<file path="config.mk">
export PLATFORM = sky130hd
export DESIGN_NAME = log_spectrum_bar_smoother_top_flat
export DESIGN_NICKNAME = d
export VERILOG_FILES = /design/src/hdl/lsbs_pkg.sv /design/src/hdl/lsbs_ifs.sv /design/src/hdl/log_spectrum_bar_smoother_top.sv /design/src/flat_wrapper.sv
export SDC_FILE = /design/constraint.sdc
export NUM_CORES = 2
export LEC_CHECK = 0
export BUFFER_PORTS_ARGS = -buffer_cell sky130_fd_sc_hd__buf_2
export CAP_MARGIN = 20
export CORE_MARGIN = 2
export CORE_UTILIZATION = 55
export DETAILED_ROUTE_END_ITERATION = 7
export GPL_TIMING_DRIVEN = 1
export HOLD_SLACK_MARGIN = 0.06
export PLACE_DENSITY = 0.81
export REMOVE_ABC_BUFFERS = 1
export SYNTH_ARGS = -nofsm -noshare
export SYNTH_HDL_FRONTEND = slang
export SYNTH_SLANG_ARGS = --single-unit
</file>
<file path="constraint.sdc">
create_clock -name clock -period 14.2 [get_ports clock]
set_input_delay 2.13 -clock clock [delete_from_list [all_inputs] [get_ports clock]]
set_output_delay 2.13 -clock clock [all_outputs]
set_load 0.02 [all_outputs]
</file>
<file path="src/hdl/lsbs_pkg.sv">
// ---------------------------------------------------------------------------
// lsbs_pkg: shared types and constants of the log spectrum bar smoother
// Fixed widths, the log2 interpolation table, CSR codes and the sequencer
// state type.
// ---------------------------------------------------------------------------
package lsbs_pkg;

   // field widths
   localparam int MAG_W      = 16;
   localparam int HEIGHT_W   = 10;
   localparam int BIN_IDX_W  = 8;
   localparam int CSR_IDX_W  = 4;
   localparam int CSR_DATA_W = 16;

   // datapath widths
   localparam int ENERGY_W = 26;   // mag (15 bit) * (i+1) (11 bit)
   localparam int X_W      = 32;   // log2 argument, normalized to bit 31
   localparam int POS_W    = 5;    // leading-one position
   localparam int LOG_W    = 21;   // log2 in Q16, below 26.0
   localparam int DIFF_W   = 13;   // neighbor table step
   localparam int FRAC_T_W = 12;   // interpolation fraction
   localparam int MUL_A_W  = 37;
   localparam int MUL_B_W  = 16;
   localparam int MUL_P_W  = MUL_A_W + MUL_B_W;

   // fixed-point scales
   localparam int LOG_FRAC_W  = 16;
   localparam int GAIN_FRAC_W = 8;
   localparam int LN2_FRAC_W  = 16;
   localparam logic [MUL_B_W-1:0] LN2_Q16 = 16'd45426;

   // floor(x/3) = (x * RECIP3) >> RECIP3_SHIFT, exact for x below 2^16
   localparam logic [MUL_B_W-1:0] RECIP3 = 16'd43691;
   localparam int RECIP3_SHIFT = 17;

   localparam logic [HEIGHT_W-1:0] HEIGHT_MAX = 10'd1023;

   // register reset values
   localparam logic [CSR_DATA_W-1:0] KNEE_RESET = 16'd10495;
   localparam logic [CSR_DATA_W-1:0] GAIN_RESET = 16'd23135;

   // register indexes
   localparam logic [CSR_IDX_W-1:0] CSR_LOG_KNEE = 4'd0;
   localparam logic [CSR_IDX_W-1:0] CSR_LOG_GAIN = 4'd1;

   // round(65536*log2(1+k/16)), k = 0..16
   localparam logic [16:0] LOG2_TAB [17] = '{
      17'd0,     17'd5732,  17'd11136, 17'd16248, 17'd21098, 17'd25711,
      17'd30109, 17'd34312, 17'd38336, 17'd42196, 17'd45904, 17'd49472,
      17'd52911, 17'd56229, 17'd59434, 17'd62534, 17'd65536
   };

   // sequencer states
   typedef enum logic [3:0] {
      ST_CLEAR,    // sweep the height store after reset
      ST_IDLE,     // wait for a word
      ST_ENERGY,   // energy + knee into the normalizer
      ST_NORM,     // shift to the leading one
      ST_INTERP,   // table step times fraction
      ST_LOGSUM,   // assemble log2
      ST_GAIN,     // d * gain
      ST_LN2,      // (d * gain) * ln2
      ST_LEVEL,    // scale and saturate level
      ST_MIX,      // neighbor mix, divide by 3 via reciprocal
      ST_DIV,      // final height
      ST_DONE      // write back and hand off result
   } lsbs_state_type;

endpackage

</file>
<file path="src/hdl/lsbs_ifs.sv">
// ---------------------------------------------------------------------------
// lsbs channel interfaces
// Valid/ready channels for bin words, result words and register writes.
// ---------------------------------------------------------------------------
interface lsbs_req_if;
   import lsbs_pkg::*;
   logic                     valid;
   logic                     ready;
   logic signed [MAG_W-1:0]  magnitude;
   logic                     frame_start;

   modport source (output valid, magnitude, frame_start, input ready);
   modport sink   (input valid, magnitude, frame_start, output ready);
endinterface

interface lsbs_rsp_if;
   import lsbs_pkg::*;
   logic                  valid;
   logic                  ready;
   logic [HEIGHT_W-1:0]   bar_height;
   logic [BIN_IDX_W-1:0]  bin_index;
   logic                  last_bin;

   modport source (output valid, bar_height, bin_index, last_bin, input ready);
   modport sink   (input valid, bar_height, bin_index, last_bin, output ready);
endinterface

interface lsbs_csr_if;
   import lsbs_pkg::*;
   logic                   valid;
   logic                   ready;
   logic [CSR_IDX_W-1:0]   index;
   logic [CSR_DATA_W-1:0]  data;

   modport source (output valid, index, data, input ready);
   modport sink   (input valid, index, data, output ready);
endinterface

</file>
<file path="src/hdl/log_spectrum_bar_smoother_top.sv">
// ---------------------------------------------------------------------------
// log_spectrum_bar_smoother_top: log-scaled spectrum bar smoother
// Maps each bin magnitude to a log level, mixes it with neighbor heights
// and smooths it against the stored height of the bin.
//
//   channel  | dir | payload                               | accepted when
//   ---------+-----+---------------------------------------+----------------
//   req_bus  | in  | magnitude, frame_start                | valid & ready
//   rsp_bus  | out | bar_height, bin_index, last_bin       | valid & ready
//   csr_bus  | in  | index, data (0 log_knee, 1 log_gain)  | valid & ready
//
// The time per word varies with the leading-one normalizer (8 or 1 bit
// per cycle), which runs twice per word (energy + knee, then knee); the
// shared 37x16 multiplier is used six times per word at fixed steps. A new
// word is taken only in the idle state, once the last one is written back.
// After reset the height store is swept to zero; req_bus is not ready
// meanwhile. Register writes are always taken.
// A finished word waits in the output register; the next word is taken
// while it waits, and write-back stalls only if the register is still full.
// ---------------------------------------------------------------------------
module log_spectrum_bar_smoother_top #(
   parameter int NUM_BINS        = 256,
   parameter int LEVEL_FRAC_BITS = 8
) (
   input  logic        clock,
   input  logic        reset,
   lsbs_req_if.sink    req_bus,
   lsbs_rsp_if.source  rsp_bus,
   lsbs_csr_if.sink    csr_bus
);
   import lsbs_pkg::*;

   localparam int AW     = (NUM_BINS > 2) ? $clog2(NUM_BINS) : 1;
   localparam int LW     = 10 + LEVEL_FRAC_BITS;      // level width
   localparam int NW     = 14 + LEVEL_FRAC_BITS;      // mix sum width
   localparam int LV_LSB = LOG_FRAC_W + GAIN_FRAC_W + LN2_FRAC_W - LEVEL_FRAC_BITS;
   localparam int LV_TOP = LV_LSB + LW;
   localparam logic [AW-1:0] LAST_IDX = AW'(NUM_BINS - 1);

   // control state
   lsbs_state_type state_ff, state_in;
   logic [AW-1:0]          cnt_ff;
   logic [AW-1:0]          clr_ff;
   logic                   pass_ff;
   logic [HEIGHT_W-1:0]    left_ff;
   logic [CSR_DATA_W-1:0]  knee_ff;
   logic [CSR_DATA_W-1:0]  gain_ff;
   logic                   rsp_valid_ff;

   // datapath
   logic [AW-1:0]          idx_ff;
   logic [MUL_P_W-1:0]     mul_p_ff;
   logic [X_W-1:0]         x_ff;
   logic [POS_W-1:0]       pos_ff;
   logic [LOG_W-1:0]       lx_ff;
   logic [LOG_W-1:0]       d_ff;
   logic [LW-1:0]          lv_ff;
   logic [HEIGHT_W-1:0]    old_ff;
   logic [HEIGHT_W-1:0]    right_ff;
   logic [HEIGHT_W-1:0]    h_ff;
   logic [HEIGHT_W-1:0]    bar_height_ff;
   logic [BIN_IDX_W-1:0]   bin_index_ff;
   logic                   last_bin_ff;

   // height store
   logic [HEIGHT_W-1:0]    mem [NUM_BINS];
   logic [HEIGHT_W-1:0]    rd_data_ff;
   logic [AW-1:0]          rd_addr;
   logic [AW-1:0]          wr_addr;
   logic [HEIGHT_W-1:0]    wr_data;
   logic                   wr_en;

   // combinational helpers
   logic                   req_take;
   logic                   out_free;
   logic [AW-1:0]          idx_next;
   logic [AW-1:0]          idx_succ;
   logic                   idx_last;
   logic [CSR_DATA_W-1:0]  knee_eff;
   logic [MUL_A_W-1:0]     mul_a;
   logic [MUL_B_W-1:0]     mul_b;
   logic [MUL_P_W-1:0]     mul_p_in;
   logic [3:0]             tab_k;
   logic [FRAC_T_W-1:0]    tab_t;
   logic [16:0]            tab_lo;
   logic [16:0]            tab_hi;
   logic [DIFF_W-1:0]      tab_diff;
   logic [LOG_W-1:0]       log_val;
   logic [NW-1:0]          old_sh;
   logic [NW-1:0]          left_v;
   logic [NW-1:0]          right_v;
   logic [NW-1:0]          num;
   logic [13:0]            n2;
   logic [11:0]            n3;
   logic [10:0]            quo;

   assign req_take = req_bus.valid && req_bus.ready;
   assign out_free = !rsp_valid_ff || rsp_bus.ready;
   assign idx_next = req_bus.frame_start ? '0 : cnt_ff;
   assign idx_last = (idx_ff == LAST_IDX);
   assign idx_succ = idx_last ? '0 : idx_ff + AW'(1);
   assign knee_eff = (knee_ff == '0) ? CSR_DATA_W'(1) : knee_ff;

   // log2 table lookup on the normalized argument
   assign tab_k    = x_ff[30:27];
   assign tab_t    = x_ff[26:15];
   assign tab_lo   = LOG2_TAB[{1'b0, tab_k}];
   assign tab_hi   = LOG2_TAB[{1'b0, tab_k} + 5'd1];
   assign tab_diff = DIFF_W'(tab_hi - tab_lo);
   assign log_val  = {pos_ff, {LOG_FRAC_W{1'b0}}} + LOG_W'(tab_lo)
                   + LOG_W'(mul_p_ff[FRAC_T_W+DIFF_W-1:FRAC_T_W]);

   // neighbor mix, heights aligned to the level's fraction
   assign old_sh  = NW'(old_ff) << LEVEL_FRAC_BITS;
   assign left_v  = (idx_ff == '0) ? NW'(lv_ff) : (NW'(left_ff) << LEVEL_FRAC_BITS);
   assign right_v = idx_last ? NW'(lv_ff) : (NW'(right_ff) << LEVEL_FRAC_BITS);
   assign num     = (old_sh << 3) + (NW'(lv_ff) << 1) + left_v + right_v;
   assign n2      = num[NW-1:LEVEL_FRAC_BITS];
   assign n3      = n2[13:2];
   assign quo     = mul_p_ff[RECIP3_SHIFT+10:RECIP3_SHIFT];

   // next state
   always_comb begin
      state_in = state_ff;
      unique case (state_ff)
         ST_CLEAR:  if (clr_ff == LAST_IDX) state_in = ST_IDLE;
         ST_IDLE:   if (req_take) state_in = ST_ENERGY;
         ST_ENERGY: state_in = ST_NORM;
         ST_NORM:   if (x_ff[X_W-1]) state_in = ST_INTERP;
         ST_INTERP: state_in = ST_LOGSUM;
         ST_LOGSUM: state_in = pass_ff ? ST_GAIN : ST_NORM;
         ST_GAIN:   state_in = ST_LN2;
         ST_LN2:    state_in = ST_LEVEL;
         ST_LEVEL:  state_in = ST_MIX;
         ST_MIX:    state_in = ST_DIV;
         ST_DIV:    state_in = ST_DONE;
         ST_DONE:   if (out_free) state_in = ST_IDLE;
         default:   state_in = ST_IDLE;
      endcase
   end

   // outputs: handshake, store port and multiplier operands
   always_comb begin
      req_bus.ready = 1'b0;
      wr_en         = 1'b0;
      wr_addr       = idx_ff;
      wr_data       = h_ff;
      rd_addr       = idx_last ? idx_ff : idx_ff + AW'(1);
      mul_a         = '0;
      mul_b         = '0;
      unique case (state_ff)
         ST_CLEAR: begin
            wr_en   = 1'b1;
            wr_addr = clr_ff;
            wr_data = '0;
         end
         ST_IDLE: begin
            req_bus.ready = 1'b1;
            rd_addr       = idx_next;
            mul_a = req_bus.magnitude[MAG_W-1] ? '0 : MUL_A_W'(req_bus.magnitude[MAG_W-2:0]);
            mul_b = MUL_B_W'(idx_next) + MUL_B_W'(1);
         end
         ST_INTERP: begin
            mul_a = MUL_A_W'(tab_diff);
            mul_b = MUL_B_W'(tab_t);
         end
         ST_GAIN: begin
            mul_a = MUL_A_W'(d_ff);
            mul_b = gain_ff;
         end
         ST_LN2: begin
            mul_a = mul_p_ff[MUL_A_W-1:0];
            mul_b = LN2_Q16;
         end
         ST_MIX: begin
            mul_a = MUL_A_W'(n3);
            mul_b = RECIP3;
         end
         ST_DONE: wr_en = out_free;
         default: ;
      endcase
   end

   assign mul_p_in = MUL_P_W'(mul_a) * MUL_P_W'(mul_b);

   // control registers
   always_ff @(posedge clock) begin
      if (reset) begin
         state_ff     <= ST_CLEAR;
         cnt_ff       <= '0;
         clr_ff       <= '0;
         pass_ff      <= 1'b0;
         left_ff      <= '0;
         knee_ff      <= KNEE_RESET;
         gain_ff      <= GAIN_RESET;
         rsp_valid_ff <= 1'b0;
      end else begin
         state_ff <= state_in;
         if (state_ff == ST_CLEAR) clr_ff <= clr_ff + AW'(1);
         if (state_ff == ST_ENERGY) pass_ff <= 1'b0;
         if (state_ff == ST_LOGSUM) pass_ff <= 1'b1;
         if (csr_bus.valid) begin
            unique case (csr_bus.index)
               CSR_LOG_KNEE: knee_ff <= csr_bus.data;
               CSR_LOG_GAIN: gain_ff <= csr_bus.data;
               default: ;
            endcase
         end
         if (state_ff == ST_DONE && out_free) begin
            left_ff      <= h_ff;
            cnt_ff       <= idx_succ;
            rsp_valid_ff <= 1'b1;
         end else if (rsp_bus.ready) begin
            rsp_valid_ff <= 1'b0;
         end
      end
   end

   // datapath registers
   always_ff @(posedge clock) begin
      mul_p_ff <= mul_p_in;
      case (state_ff)
         ST_IDLE: idx_ff <= idx_next;
         ST_ENERGY: begin
            old_ff <= rd_data_ff;
            x_ff   <= X_W'(mul_p_ff[ENERGY_W-1:0]) + X_W'(knee_eff);
            pos_ff <= POS_W'(X_W - 1);
         end
         ST_NORM: begin
            right_ff <= rd_data_ff;
            if (!x_ff[X_W-1]) begin
               if (x_ff[X_W-1:X_W-8] == '0) begin
                  x_ff   <= x_ff << 8;
                  pos_ff <= pos_ff - POS_W'(8);
               end else begin
                  x_ff   <= x_ff << 1;
                  pos_ff <= pos_ff - POS_W'(1);
               end
            end
         end
         ST_LOGSUM: begin
            if (!pass_ff) begin
               lx_ff  <= log_val;
               x_ff   <= X_W'(knee_eff);
               pos_ff <= POS_W'(X_W - 1);
            end else begin
               d_ff <= (lx_ff > log_val) ? lx_ff - log_val : '0;
            end
         end
         ST_LEVEL: begin
            lv_ff <= (|mul_p_ff[MUL_P_W-1:LV_TOP]) ? {LW{1'b1}}
                                                  : mul_p_ff[LV_TOP-1:LV_LSB];
         end
         ST_DIV: h_ff <= (quo > 11'(HEIGHT_MAX)) ? HEIGHT_MAX : quo[HEIGHT_W-1:0];
         ST_DONE: begin
            if (out_free) begin
               bar_height_ff <= h_ff;
               bin_index_ff  <= BIN_IDX_W'(idx_ff);
               last_bin_ff   <= idx_last;
            end
         end
         default: ;
      endcase
   end

   // height store: one write port, one registered read port
   always_ff @(posedge clock) begin
      if (wr_en) mem[wr_addr] <= wr_data;
      rd_data_ff <= mem[rd_addr];
   end

   assign csr_bus.ready      = 1'b1;
   assign rsp_bus.valid      = rsp_valid_ff;
   assign rsp_bus.bar_height = bar_height_ff;
   assign rsp_bus.bin_index  = bin_index_ff;
   assign rsp_bus.last_bin   = last_bin_ff;

endmodule

</file>
<file path="src/flat_wrapper.sv">
// flat-port wrapper written by rule: the top's interface ports become plain ports
module log_spectrum_bar_smoother_top_flat import lsbs_pkg::*;
#(
   parameter int NUM_BINS        = 256,
   parameter int LEVEL_FRAC_BITS = 8
)
  (clock, reset, req_bus_valid, req_bus_magnitude, req_bus_frame_start, req_bus_ready, rsp_bus_valid, rsp_bus_bar_height, rsp_bus_bin_index, rsp_bus_last_bin, rsp_bus_ready, csr_bus_valid, csr_bus_index, csr_bus_data, csr_bus_ready);
  lsbs_req_if req_bus_i ();
  lsbs_rsp_if rsp_bus_i ();
  lsbs_csr_if csr_bus_i ();
  input  logic clock;
  input  logic reset;
  input wire logic [$bits(req_bus_i.valid)-1:0] req_bus_valid;
  input wire logic [$bits(req_bus_i.magnitude)-1:0] req_bus_magnitude;
  input wire logic [$bits(req_bus_i.frame_start)-1:0] req_bus_frame_start;
  output wire logic [$bits(req_bus_i.ready)-1:0] req_bus_ready;
  output wire logic [$bits(rsp_bus_i.valid)-1:0] rsp_bus_valid;
  output wire logic [$bits(rsp_bus_i.bar_height)-1:0] rsp_bus_bar_height;
  output wire logic [$bits(rsp_bus_i.bin_index)-1:0] rsp_bus_bin_index;
  output wire logic [$bits(rsp_bus_i.last_bin)-1:0] rsp_bus_last_bin;
  input wire logic [$bits(rsp_bus_i.ready)-1:0] rsp_bus_ready;
  input wire logic [$bits(csr_bus_i.valid)-1:0] csr_bus_valid;
  input wire logic [$bits(csr_bus_i.index)-1:0] csr_bus_index;
  input wire logic [$bits(csr_bus_i.data)-1:0] csr_bus_data;
  output wire logic [$bits(csr_bus_i.ready)-1:0] csr_bus_ready;
  assign req_bus_i.valid = req_bus_valid;
  assign req_bus_i.magnitude = req_bus_magnitude;
  assign req_bus_i.frame_start = req_bus_frame_start;
  assign req_bus_ready = req_bus_i.ready;
  assign rsp_bus_valid = rsp_bus_i.valid;
  assign rsp_bus_bar_height = rsp_bus_i.bar_height;
  assign rsp_bus_bin_index = rsp_bus_i.bin_index;
  assign rsp_bus_last_bin = rsp_bus_i.last_bin;
  assign rsp_bus_i.ready = rsp_bus_ready;
  assign csr_bus_i.valid = csr_bus_valid;
  assign csr_bus_i.index = csr_bus_index;
  assign csr_bus_i.data = csr_bus_data;
  assign csr_bus_ready = csr_bus_i.ready;
  log_spectrum_bar_smoother_top #(.NUM_BINS(NUM_BINS), .LEVEL_FRAC_BITS(LEVEL_FRAC_BITS)) u_core (.clock(clock), .reset(reset), .req_bus(req_bus_i), .rsp_bus(rsp_bus_i), .csr_bus(csr_bus_i));
endmodule
</file>
# After elaboration in Yosys (flattened, before gate mapping)
# Memories as Yosys holds them, arrays and structs flattened. A register that Yosys moved wholly into a read port is not among the register bits.
# Cells that the tools add are included.
# classes
muxes,38
reduce_logical,21
bitwise,3
add_sub_neg,14
mul,1
eq_ne,20
order_cmp,4
# ops
op,n
$pmux W37 S5,1
$mux W32,3
$pmux W32 S3,1
$pmux W16 S5,1
$mul A37 B16 Y53,1
$pmux W4 S12,1
$add A22 B22 Y22,2
$mux W8,5
$mux W18,2
$mux W17,2
$add A26 B16 Y27,1
$mux W13,2
$add A21 B19 Y22,1
$add A21 B13 Y21,1
$add A21 B17 Y21,1
$gt A21 B21 Y1,1
$sub A21 B21 Y21,1
$add A8 B1 Y8 const B,2
$eq A4 B3 Y1 const B,4
$eq A4 B4 Y1 const B,4
$eq A8 B8 Y1 const B,2
$logic_not A16 Y1,1
$logic_not A8 Y1,2
$mux W16,1
other kinds (32),58
# word_totals
elab_cells,126
out_inout_bits,22
rom_bits,1088
memories,3
ramBits,2560
ff_bits,271
# mem_list
name,words,width,read_ports,rd_ports_with_merged_regs,write_ports,line_no,source
u_core.mem,256,10,1,1,1,log_spectrum_bar_smoother_top.sv:66,logic [HEIGHT_W-1:0] mem [NUM_BINS];
(name not given),32,17,1,0,0,log_spectrum_bar_smoother_top.sv:107,"assign tab_lo = LOG2_TAB[{1'b0, tab_k}];"
(name not given),32,17,1,0,0,log_spectrum_bar_smoother_top.sv:108,"assign tab_hi = LOG2_TAB[{1'b0, tab_k} + 5'd1];"

# Depth between registers and ports, before layout
# depth
word_depth,8
ltp_mapped,47
depth_no_buf,43

# Least setup slack after synthesis
# OpenSTA, ideal clock, no wires.
# synth_timing
path_kind,reg2reg
start,register u_core.idx_ff[0]
end,register u_core.mul_p_ff[50]
synth_period_minus_slack_ns,10.847
path_slack_ns,3.353
path_buffers,4
stages_incl_launch_ff,47
arrival_time_ns,10.729
setup_ns,0.118
cell_sequence,edfxtp_1 -> ha_1 -> nand3_1 -> or3_1 -> clkbuf_1 -> clkbuf_1 -> inv_1 -> clkbuf_1 -> and2_1 -> fa_1 -> ha_1 -> ha_1 -> a21o_1 -> a21oi_1 -> o21ai_0 -> a311oi_1 -> o21ai_0 -> a31oi_1 -> [11 not listed] -> fa_1 -> inv_1 -> fa_1 -> inv_1 -> fa_1 -> inv_1 -> ha_1 -> and4_1 -> nand3_1 -> nor3_1 -> o211ai_1 -> a2111oi_0 -> nor2_1 -> o311ai_0 -> a31oi_1 -> a21oi_1 -> nor2_1 -> xnor2_1
# synth_lines
item,line_no,source
from (decl),log_spectrum_bar_smoother_top.sv:51,logic [AW-1:0] idx_ff;
from (signal assigned),log_spectrum_bar_smoother_top.sv:223,ST_IDLE: idx_ff <= idx_next;
$eq A8 B8 Y1,log_spectrum_bar_smoother_top.sv:100,assign idx_last = (idx_ff == LAST_IDX);
named net u_core.idx_last,log_spectrum_bar_smoother_top.sv:78,logic idx_last;
$mux W18,log_spectrum_bar_smoother_top.sv:116,assign right_v = idx_last ? NW'(lv_ff) : (NW'(right_ff) << LEVEL_FRAC_BITS);
$add A22 B22 Y22,log_spectrum_bar_smoother_top.sv:117,assign num = (old_sh << 3) + (NW'(lv_ff) << 1) + left_v + right_v;
$pmux W37 S5,log_spectrum_bar_smoother_top.sv:151,unique case (state_ff)
$mul A37 B16 Y53,log_spectrum_bar_smoother_top.sv:184,assign mul_p_in = MUL_P_W'(mul_a) * MUL_P_W'(mul_b);
named net u_core.mul_p_in[50],log_spectrum_bar_smoother_top.sv:82,logic [MUL_P_W-1:0] mul_p_in;
to (signal assigned),log_spectrum_bar_smoother_top.sv:221,mul_p_ff <= mul_p_in;
to (decl),log_spectrum_bar_smoother_top.sv:52,logic [MUL_P_W-1:0] mul_p_ff;
# The timed path passes the listed nets, and every way through them passes these cells.
# A chain may end at the register's enable or synchronous reset.

# Worst setup path in the final report
# layout_timing
start,register u_core.idx_ff[1]
end,register u_core.mul_p_ff[50]
# layout_between
elab_chain_cells,6
# layout_rtl
item,line_no,source
$logic_not A8 Y1,log_spectrum_bar_smoother_top.sv:115,assign left_v = (idx_ff == '0) ? NW'(lv_ff) : (NW'(left_ff) << LEVEL_FRAC_BITS);
$mux W18,log_spectrum_bar_smoother_top.sv:115,
$add A22 B22 Y22,log_spectrum_bar_smoother_top.sv:117,
$add A22 B22 Y22 (*),log_spectrum_bar_smoother_top.sv:117,
$pmux W37 S5 (*),log_spectrum_bar_smoother_top.sv:151,
$mul A37 B16 Y53 (*),log_spectrum_bar_smoother_top.sv:184,
named net u_core.mul_p_in[50],log_spectrum_bar_smoother_top.sv:82,
# Mark *: on every way through the listed nets, which the timed path passes. The rest lies on a longest branch.

==> impl_metrics.ini <==
[logic_synthesis]
syn_avg_cell_area_sq_um = 15.2
netlist_instances = 8798
syn_area_sq_um = 134000
synth_edf_count = 2714
seq_area_frac_synth = 0.629
synthArstFlopShare = 0
ys.flop_type = edfxtp_1
synth_cell_types = 89
ys_warn_count = 0
synth_seq_cells = 2841

[finish]
fin_area_sq_um = 146000
n_fill_cell = 16500
area_growth_syn_to_layout_pct = 9.56
nets = 9778
final_cell_mix = edfxtp_1, nand2_1, inv_1
multi_input_area_sq_um = 45400
mostFrequentLayoutCell = edfxtp_1
drive_gt1_frac = 0.137
regArea_sq_um = 84000

[sta]
worstMarginPinSlew_ps = 1330
final-hold-violation-count = 0
tns_ps = 0
clock_skew_ps = 80.6
slew_headroom = 0.105
fmax_mhz = 75.0
period_minus_slack_ps = 13330
report.final.slew_viol_count = 0
finalSetupViolCount = 0
period_share = 0.939
rsz0062_at_grt = false

[cts]
tritoncts = done
htree_levels = 5
clkSinkCount = 2841
clk_latency_ps = 970
holdBufCountCts = 0
clockRootBuffer = clkbuf_16
cts_buffer_depth = 4
cts_setup_buffers = 0
numCtsBuffers = 293
post_cts_resized = 0
clkSlewWorstSetupHoldPaths_ps = 60

[hold_path]
hold_depth = 0
min-delay-start = u_core.rd_data_ff[2]
hp-class = reg2reg
hold_end = u_core.old_ff[2]

[grt]
grt_max_degree = 169
antenna_found_initial = 26
grt_use_total = 0.317
grt_overflow = 0
grt_pass1_vias = 83500
grt_pass1_wl_um = 572000

[drt]
antenna_left = 0
dr.pass1.iters = 8
drc = 39
viasPerCell = 6.74
vias = 83500
drt_wl_total_um = 396000
wl_per_cell_um = 32.0
drtIter0Drc = 13900

[critical_path]
worstPathRequired_ps = 15000
cpLargestDelayFamily = compound AO/OA/AOI/OAI gates
critical_path.max_fanout = 25
r2r_start = u_core.idx_ff[1]
cp_slowest_stage_delay_ps = 970
worstSetupEndpointType = flop
reg2regPathDepth = 40
critPathLaunchType = flop
r2r_end = u_core.mul_p_ff[50]
critPathKind = reg2reg
arrival_ps = 14130
critPathBufInv = 6
slowest_stage = a2111oi_0
reg2reg_slack_ps = 870
crit_top_cell = fa_1

[placement]
place_area_sq_um = 137000
hpwl_um = 239000
port_buffers = 62
routabilityCongestion = 0.993

[pwr]
power_density_nw_per_um2 = 127
p_leak_nw = 55.0
finalPower_mw = 18.6
vdd_drop_max_v = 0.000144

[status]
outcome = complete, but fails checks
violations = DRC

[floorplan]
initial_core_util = 0.554
die_w_um = 497
io_pins = 64
core-area_sq_um = 241000
num_rows = 180
die-area_sq_um = 247000
die_y_um = 497

[run]
maxCapViolations = 0
-- where the power goes --
group | switching [mW] | total, mW | leakage (nW) | internal, mW
Sequential | 0.117 | 9.37 | 30.8 | 9.26
Clock | 3.22 | 7.28 | 4.26 | 4.07
Combinational | 1.21 | 1.93 | 19.9 | 0.721
Total | 4.54 | 18.6 | 55.0 | 14.0
-- layout make-up --
type,instances,share of cell area
clock buffer,344,0.0517
multi-input combinational,4965,0.310
sequential,2841,0.574
timing repair buffer,241,0.0130
inverter,644,0.0166
clock inverter,144,0.00763
antenna,17,0.000290
tap,3185,0.0272
-- state kept, by name, indices dropped and copies added (netlist names), 16 cells and up --
register	cells
u_core.mul_p_ff	53
u_core.d_ff	21
u_core.lv_ff	18
u_core.x_ff	32
u_core.knee_ff	16
u_core.lx_ff	21
u_core.gain_ff	16
u_core.mem	2560
-- worst max-delay path by stage --
stage	start	cells after the start	to	slack, ps
floorplan	req_bus_frame_start	10	u_core.rd_data_ff[9]	-590
global placement	u_core.idx_ff[1]	40	u_core.mul_p_ff[50]	1520
detailed placement	u_core.idx_ff[1]	41	u_core.mul_p_ff[50]	1220
CTS	u_core.idx_ff[1]	40	u_core.mul_p_ff[50]	1130
global route	u_core.x_ff[28]	39	u_core.mul_p_ff[50]	300
finish	u_core.idx_ff[1]	40	u_core.mul_p_ff[50]	870
-- synth_stat cells, types with 41 or more instances --
cell type	count	area (sq um)
edfxtp_1	2714	81500
nand2_1	1203	4520
inv_1	640	2400
mux4_2	544	12300
fa_1	516	10300
nor2_1	498	1870
nand3_1	245	1230
clkbuf_1	244	916
ha_1	234	2930
a21oi_1	222	1110
o21ai_0	162	811
dfxtp_1	127	2540
buf_2	113	566
xnor2_1	97	850
mux2i_1	87	871
a31oi_1	83	519
and2_1	79	494
and3_1	67	419
nand4_1	60	375
nor3_1	55	275
a21o_1	52	390
xor2_1	49	429
a221oi_1	47	412
nor2b_1	43	269
nand2b_1	41	257
-- stage by stage --
stage,utilization,hold WS (ps),worst slack [ps],instances
CTS,0.606,428,1130,12300
finish,0.607,429,871,12400
detailed placement,0.570,417,1220,11900
global placement,0.570,413,1520,11900
floorplan,-,404,-591,8450
global route,0.607,447,297,12400
-- kinds of logic (layout without fill, tap and decap cells) --
group / Yosys count / after routing / synth area share
AOI/OAI and AO/OA: 878 / 878 / 0.0436
xor gates and xnor gates: 146 / 146 / 0.00957
adders and majority gates: 750 / 750 / 0.0992
buffers and inverters: 1119 / 1373 / 0.0375
DFF: 2841 / 2841 / 0.629
muxes: 662 / 662 / 0.103
other: 2 / 146 / 0.0000562
and+or+nand+nor: 2400 / 2400 / 0.0784
-- per-layer routing --
| metal | global-route usage | vias up | wire length (um) |
|---|---|---|---|
| met5 | 0.00212 | - | 140 |
| met4 | 0.213 | 22 | 33600 |
| met3 | 0.0991 | 1868 | 52900 |
| met2 | 0.488 | 7311 | 181000 |
| met1 | 0.388 | 41500 | 128000 |
| li1 | - | 32800 | - |
-- worst register-to-register path, delay by kind of cell (launching register included) --
family | cells | cell delay (ps)
compound gates | 13 | 4860
fa+ha+maj | 11 | 4690
simple gates | 9 | 2010
buf+inv | 6 | 1080
flops | 1 | 460
xor+xnor | 1 | 110
(Power assumes the default switching activity.)
